[config.mk]
export PLATFORM = sky130hd
export DESIGN_NAME = rcm_ctrl
export DESIGN_NICKNAME = d
export VERILOG_FILES = /design/src/rtl/rcm_pkg.sv /design/src/rtl/rcm_ctrl.sv
export SDC_FILE = /design/constraint.sdc
export NUM_CORES = 1
export LEC_CHECK = 0
export ABC_CLOCK_PERIOD_IN_PS = 2190
export BUFFER_PORTS_ARGS = -buffer_cell sky130_fd_sc_hd__buf_2
export CORE_AREA = 2 2 39 41
export CTS_BUF_LIST = sky130_fd_sc_hd__clkbuf_16
export DETAILED_ROUTE_END_ITERATION = 8
export DIE_AREA = 0 0 41 43
export MAX_ROUTING_LAYER = met4
export SETUP_SLACK_MARGIN = 0.05
export SLEW_MARGIN = 20
export SYNTH_ARGS = -nofsm -noshare
export SYNTH_HDL_FRONTEND = slang
export SYNTH_SLANG_ARGS = --single-unit
[constraint.sdc]
create_clock -name aclk -period 2.19 [get_ports aclk]
set_input_delay 0.3285 -clock aclk [delete_from_list [all_inputs] [get_ports aclk]]
set_output_delay 0.3285 -clock aclk [all_outputs]
set_load 0.05 [all_outputs]
[src/rtl/rcm_pkg.sv]
`default_nettype none
package rcm_pkg;
    localparam int NUM_RESOURCES_DEF = 16;
    localparam int RING_DEPTH_DEF    = 32;

    localparam logic [2:0] OP_ACQUIRE  = 3'd0;
    localparam logic [2:0] OP_RELEASE  = 3'd1;
    localparam logic [2:0] OP_FAIL     = 3'd2;
    localparam logic [2:0] OP_DEADLOCK = 3'd3;
    localparam logic [2:0] OP_CHECK    = 3'd4;
    localparam logic [2:0] OP_SAMPLE   = 3'd5;
    localparam logic [2:0] OP_READ     = 3'd6;
    localparam logic [2:0] OP_HISTORY  = 3'd7;

    localparam logic [1:0] CFG_THRESHOLD = 2'd0;
    localparam logic [1:0] CFG_LIMIT     = 2'd1;
    localparam logic [1:0] CFG_INTERVAL  = 2'd2;

    localparam logic [6:0]  PCT_MAX = 7'd100;
    localparam logic [31:0] THRESHOLD_RST = 32'd80;
    localparam logic [31:0] LIMIT_RST     = 32'd10;
    localparam logic [31:0] INTERVAL_RST  = 32'd100;

    // controller to datapath
    typedef struct packed {
        logic capture;   // latch input item
        logic update;    // apply counter update
        logic div_start; // load divider
        logic div_step;  // one quotient bit
        logic div_sel;   // 0 percent, 1 wait, 2 hold (with sel2)
        logic div_sel2;
        logic div_store; // store quotient
        logic pct_apply; // write percent and check flags
        logic ring_rd;   // issue history read
        logic finish;    // load output registers
    } rcm_cmd_t;

    typedef struct packed {
        logic div_done;
    } rcm_sts_t;
endpackage
`default_nettype wire

[src/rtl/rcm_ctrl.sv]
`default_nettype none
module rcm_ctrl
    import rcm_pkg::*;
(
    input  wire logic     aclk,
    input  wire logic     aresetn,
    input  wire logic     s_valid,
    output logic          s_ready,
    output logic          m_valid,
    input  wire logic     m_ready,
    output rcm_cmd_t      cmd,
    input  wire rcm_sts_t sts
);
    localparam logic [3:0] ST_IDLE  = 4'd0;
    localparam logic [3:0] ST_UPD   = 4'd1;
    localparam logic [3:0] ST_PLD   = 4'd2;
    localparam logic [3:0] ST_PDIV  = 4'd3;
    localparam logic [3:0] ST_PAPP  = 4'd4;
    localparam logic [3:0] ST_WLD   = 4'd5;
    localparam logic [3:0] ST_WDIV  = 4'd6;
    localparam logic [3:0] ST_HLD   = 4'd7;
    localparam logic [3:0] ST_HDIV  = 4'd8;
    localparam logic [3:0] ST_RRD   = 4'd9;
    localparam logic [3:0] ST_FIN   = 4'd10;

    logic [3:0] state_reg, state_next;
    logic       mv_reg, mv_next;

    assign m_valid = mv_reg;
    // output register frees once taken; a new item may start while it waits
    assign s_ready = (state_reg == ST_IDLE);

    always_comb begin
        state_next    = state_reg;
        mv_next       = mv_reg && !m_ready;
        cmd           = '0;
        unique case (state_reg)
            ST_IDLE: begin
                if (s_valid) begin
                    cmd.capture = 1'b1;
                    state_next  = ST_UPD;
                end
            end
            ST_UPD: begin
                cmd.update = 1'b1;
                state_next = ST_PLD;
            end
            ST_PLD: begin
                cmd.div_start = 1'b1;
                state_next    = ST_PDIV;
            end
            ST_PDIV: begin
                cmd.div_step = 1'b1;
                if (sts.div_done) state_next = ST_PAPP;
            end
            ST_PAPP: begin
                cmd.pct_apply = 1'b1;
                state_next    = ST_WLD;
            end
            ST_WLD: begin
                cmd.div_start = 1'b1;
                cmd.div_sel   = 1'b1;
                state_next    = ST_WDIV;
            end
            ST_WDIV: begin
                cmd.div_step = 1'b1;
                cmd.div_sel  = 1'b1;
                if (sts.div_done) begin
                    cmd.div_store = 1'b1;
                    state_next    = ST_HLD;
                end
            end
            ST_HLD: begin
                cmd.div_start = 1'b1;
                cmd.div_sel2  = 1'b1;
                state_next    = ST_HDIV;
            end
            ST_HDIV: begin
                cmd.div_step = 1'b1;
                cmd.div_sel2 = 1'b1;
                if (sts.div_done) begin
                    cmd.div_store = 1'b1;
                    state_next    = ST_RRD;
                end
            end
            ST_RRD: begin
                cmd.ring_rd = 1'b1;
                state_next  = ST_FIN;
            end
            ST_FIN: begin
                if (!mv_reg || m_ready) begin
                    cmd.finish = 1'b1;
                    mv_next    = 1'b1;
                    state_next = ST_IDLE;
                end
            end
            default: state_next = ST_IDLE;
        endcase
    end

    always_ff @(posedge aclk) begin
        if (!aresetn) begin
            state_reg <= ST_IDLE;
            mv_reg    <= 1'b0;
        end else begin
            state_reg <= state_next;
            mv_reg    <= mv_next;
        end
    end
endmodule
`default_nettype wire

==> results.md <==
- Total vias in the final route: between 400 and 500
- First-iteration detailed-routing DRC count: 7
- Gr usage total: 0.119
- Routed length per instance: between 10 and 15 µm
- Util after Layout: 0.456
- Routed length on met2: about 520 µm
- Actual transition at the worst max-transition pin: roughly 450 ps
- Global-route wire length before repair: around 1500 µm
- Final critical-path share of the clock period: 0.907
- Post-layout net count: 79
- Flip-flop cell with the highest count after synthesis: dfxtp_1
- Final setup violation count: 0
- Leakage component of the power: a little under 0.3 nW
- Ant. Diodes: 0
- Post-synthesis cell area: ~450 µm²
- Cell count after synthesis: between 50 and 60
- Routed length on met3: 13 µm
- Ports: 17
- Net load switching power: between 0.0004 and 0.0005 W
- Resized Gates After CTS: 0
- Clock transition at path regs: about 30 ps
- Number of global-route vias before repair: between 300 and 400
- Achievable clock frequency: approximately 500 MHz
- Pin count of the biggest net entering global routing: 15
- Number of hold violations in the final report: 0
- Headroom to the max-slew limit: 0.697
- Outcome: completed
- DRC viols: 0
- Most frequent cell after synthesis: nand2_1
- Critical Path Source Type: flop
- Number of detailed-route iterations in the first pass: 4
- Part of the power in the clock network: 0.319
- Required time at the endpoint of the critical path: ~1900 ps
- EDFF count, synth: 0
- Hold-fix buffers, CTS: 0
- Sequential element share of the synthesized area: 0.222
- Worst Path Max Fanout: 11
- CTS sink count: 5
- Setup bufs post-CTS: 0
- Post-detailed-placement cell area: 552 µm²
- Final weighted congestion of routability-driven global placement: between 0.6 and 0.7
- Clock insertion delay at the later pin of the skew report: roughly 220 ps
- Reported max-cap violation count: 0
- Count of distinct cell types in the synthesized netlist: 29
- Die Y-Extent: 43 µm
- Port bufs: 16
- Worst Hold Slack: between 400 and 500 ps
- Power per cell area: around 1500 mW/mm²
- Total die area: between 0.0015 and 0.002 mm²
- Crit path from: state_reg[1]$_SDFFE_PN0P_
- Post-Syn Area per Cell: around 7.9 µm²
- Highest metal layer used by the detailed router: met3
- Worst Hold Class: input port to flop
- Floorplan die width: approximately 41 µm
- Clock tree from TritonCTS: yes
- Worst setup path category: flop to output pin
- Top post-synthesis cells by area: dfxtp_1 22%, mux2i_1 8.9%, nand2_1 8.3%
- Cell-internal power: about 0.00050 W
- Design area: approximately 630 µm²
- Placement Setup Slack: 443 ps
- Row count: 14
- Post-layout worst setup margin: ~200 ps
- Effective utilization at floorplan: 0.326
- Top-area cell type share of the netlist area: 0.222
- Source of the worst hold timing path: aresetn
- Minimum period implied by the final worst setup slack: 1990 ps
- Crit. End Element: output pin
- Clock skew after layout: about 0.46 ps
- Cell taking the most area after synthesis: dfxtp_1
- Async set or reset register ratio after synthesis: 0
- Fraction of layout cells with a size suffix above 1: 0.384
- Gr ovfl total: 0
- Post-route total power: slightly above 0.0009 W
- Total routed wirelength: 967 µm
- Synth Warn #: 0
- Arrival time worst endpoint: 1660 ps
- Layout filler cell count: 149
- Combinational cell fraction of total power: 0.517
- Area growth, synth to finish: 39.6%
- Post-detailed-route count of antenna-violating nets: 0
- Metal-1 WL: ~440 µm
- Worst flop-to-flop path startpoint: state_reg[2]$_SDFFE_PN0P_
- CTS buffer count: 3
- Maximum number of buffers from clock root to sink: 2
- Syn Nets: 62
- Switching power as a share of total power: 0.454
- Sum of net half-perimeters after detailed placement: just over 700 µm
- Antenna violations before repair: 0
- Core ar.: approximately 0.0014 mm²
- Final Max Slew Viols: 0
- Top cells by instance count after synthesis: 10 x nand2_1, 5 x dfxtp_1, 4 x mux2i_1, 4 x nor2_1
- Detail-routed via count per cell: 4.96
- Unrepaired setup endpoints after global routing: no
- IR drop worst, VDD: a little under 700 µV
- Register share of total power: 0.164
- Cell at the root of the clock tree: clkbuf_16
- Largest register FFs: 4
- Register bit count reported by yosys: 5
- H-tree depth: 1
## layout make-up
| cell class | instances | area [µm²] | area share |
|---|---|---|---|
| multi-input cells | 44 | 329 | 0.522 |
| flip-flops and latches | 5 | 100 | 0.159 |
| repair buffers | 18 | 95.1 | 0.151 |
| clock buffers | 3 | 75.1 | 0.119 |
| well taps | 16 | 20.0 | 0.0317 |
| inverters | 2 | 7.51 | 0.0119 |
| clock inverters | 1 | 3.75 | 0.00595 |
## worst max-delay path, cell delays in order, from the launching register on
cell and delay [ps]:
dfxtp_1 410, or4b_4 560, a21bo_4 210, buf_2 260
## cell families after synthesis
| family | count (synthesis) | share of synthesized area |
|---|---|---|
| DFF | 5 | 0.222 |
| AOI/OAI and AO/OA | 10 | 0.211 |
| muxes | 4 | 0.0886 |
| and+or+nand+nor | 27 | 0.332 |
| buffers and inverters | 8 | 0.0886 |
| xor gates and xnor gates | 3 | 0.0582 |
## final timing paths
kind / end / slack (ps) / cells after the start
worst min-delay path: state_reg[0]$_SDFFE_PN0P_ / 430 / 3
worst min register to register: m_valid$_SDFF_PN0_ / 560 / 2
worst max register to register: state_reg[2]$_SDFFE_PN0P_ / 650 / 4
worst max-delay path: cmd[6] / 200 / 3
## through the flow
stage / TNS, ps / std cells
floorplan: -183 / 57
global route: 0 / 89
finish: 0 / 89
CTS: 0 / 89
detailed placement: 0 / 85
global placement: 0 / 85
## cell usage in the layout, fill, tap and decap left out, drive strengths merged
master   synthesis  final
buf              4     18
nand2           10     10
dfxtp            5      5
nor2             4      4
mux2i            4      4
inv              2      3
clkbuf           2      3
o2bb2ai          3      3
nand2b           2      2
nor2b            2      2
xnor2            2      2
nand3b           2      2
a21oi            2      2
o21ai            2      2
nor4             1      1
and3             1      1
nor4b            1      1
nand4bb          1      1
a22oi            1      1
nor3             1      1
and2             1      1
xor2             1      1
or4b             1      1
a21bo            1      1
a21boi           1      1
## layer usage
| layer | track usage | up-vias |
|---|---|---|
| met3 | 0.0157 | 0 |
| met5 | - | - |
| li1 | - | 226 |
| met1 | 0.148 | 211 |
| met4 | 0.0400 | 0 |
| met2 | 0.191 | 4 |
## power by group through the flow
stage	Sequential [W]	Clock [W]	Combinational (W)
final	0.000151	0.000294	0.000476
after global placement	0.000150	0	0.000477
after CTS	0.000149	0.000297	0.000478
after detailed placement	0.000151	0	0.000475
after floorplan	0.000121	0	0.000439
after global routing	0.000155	0.000303	0.000505
Power figures use the tool's default switching activity.
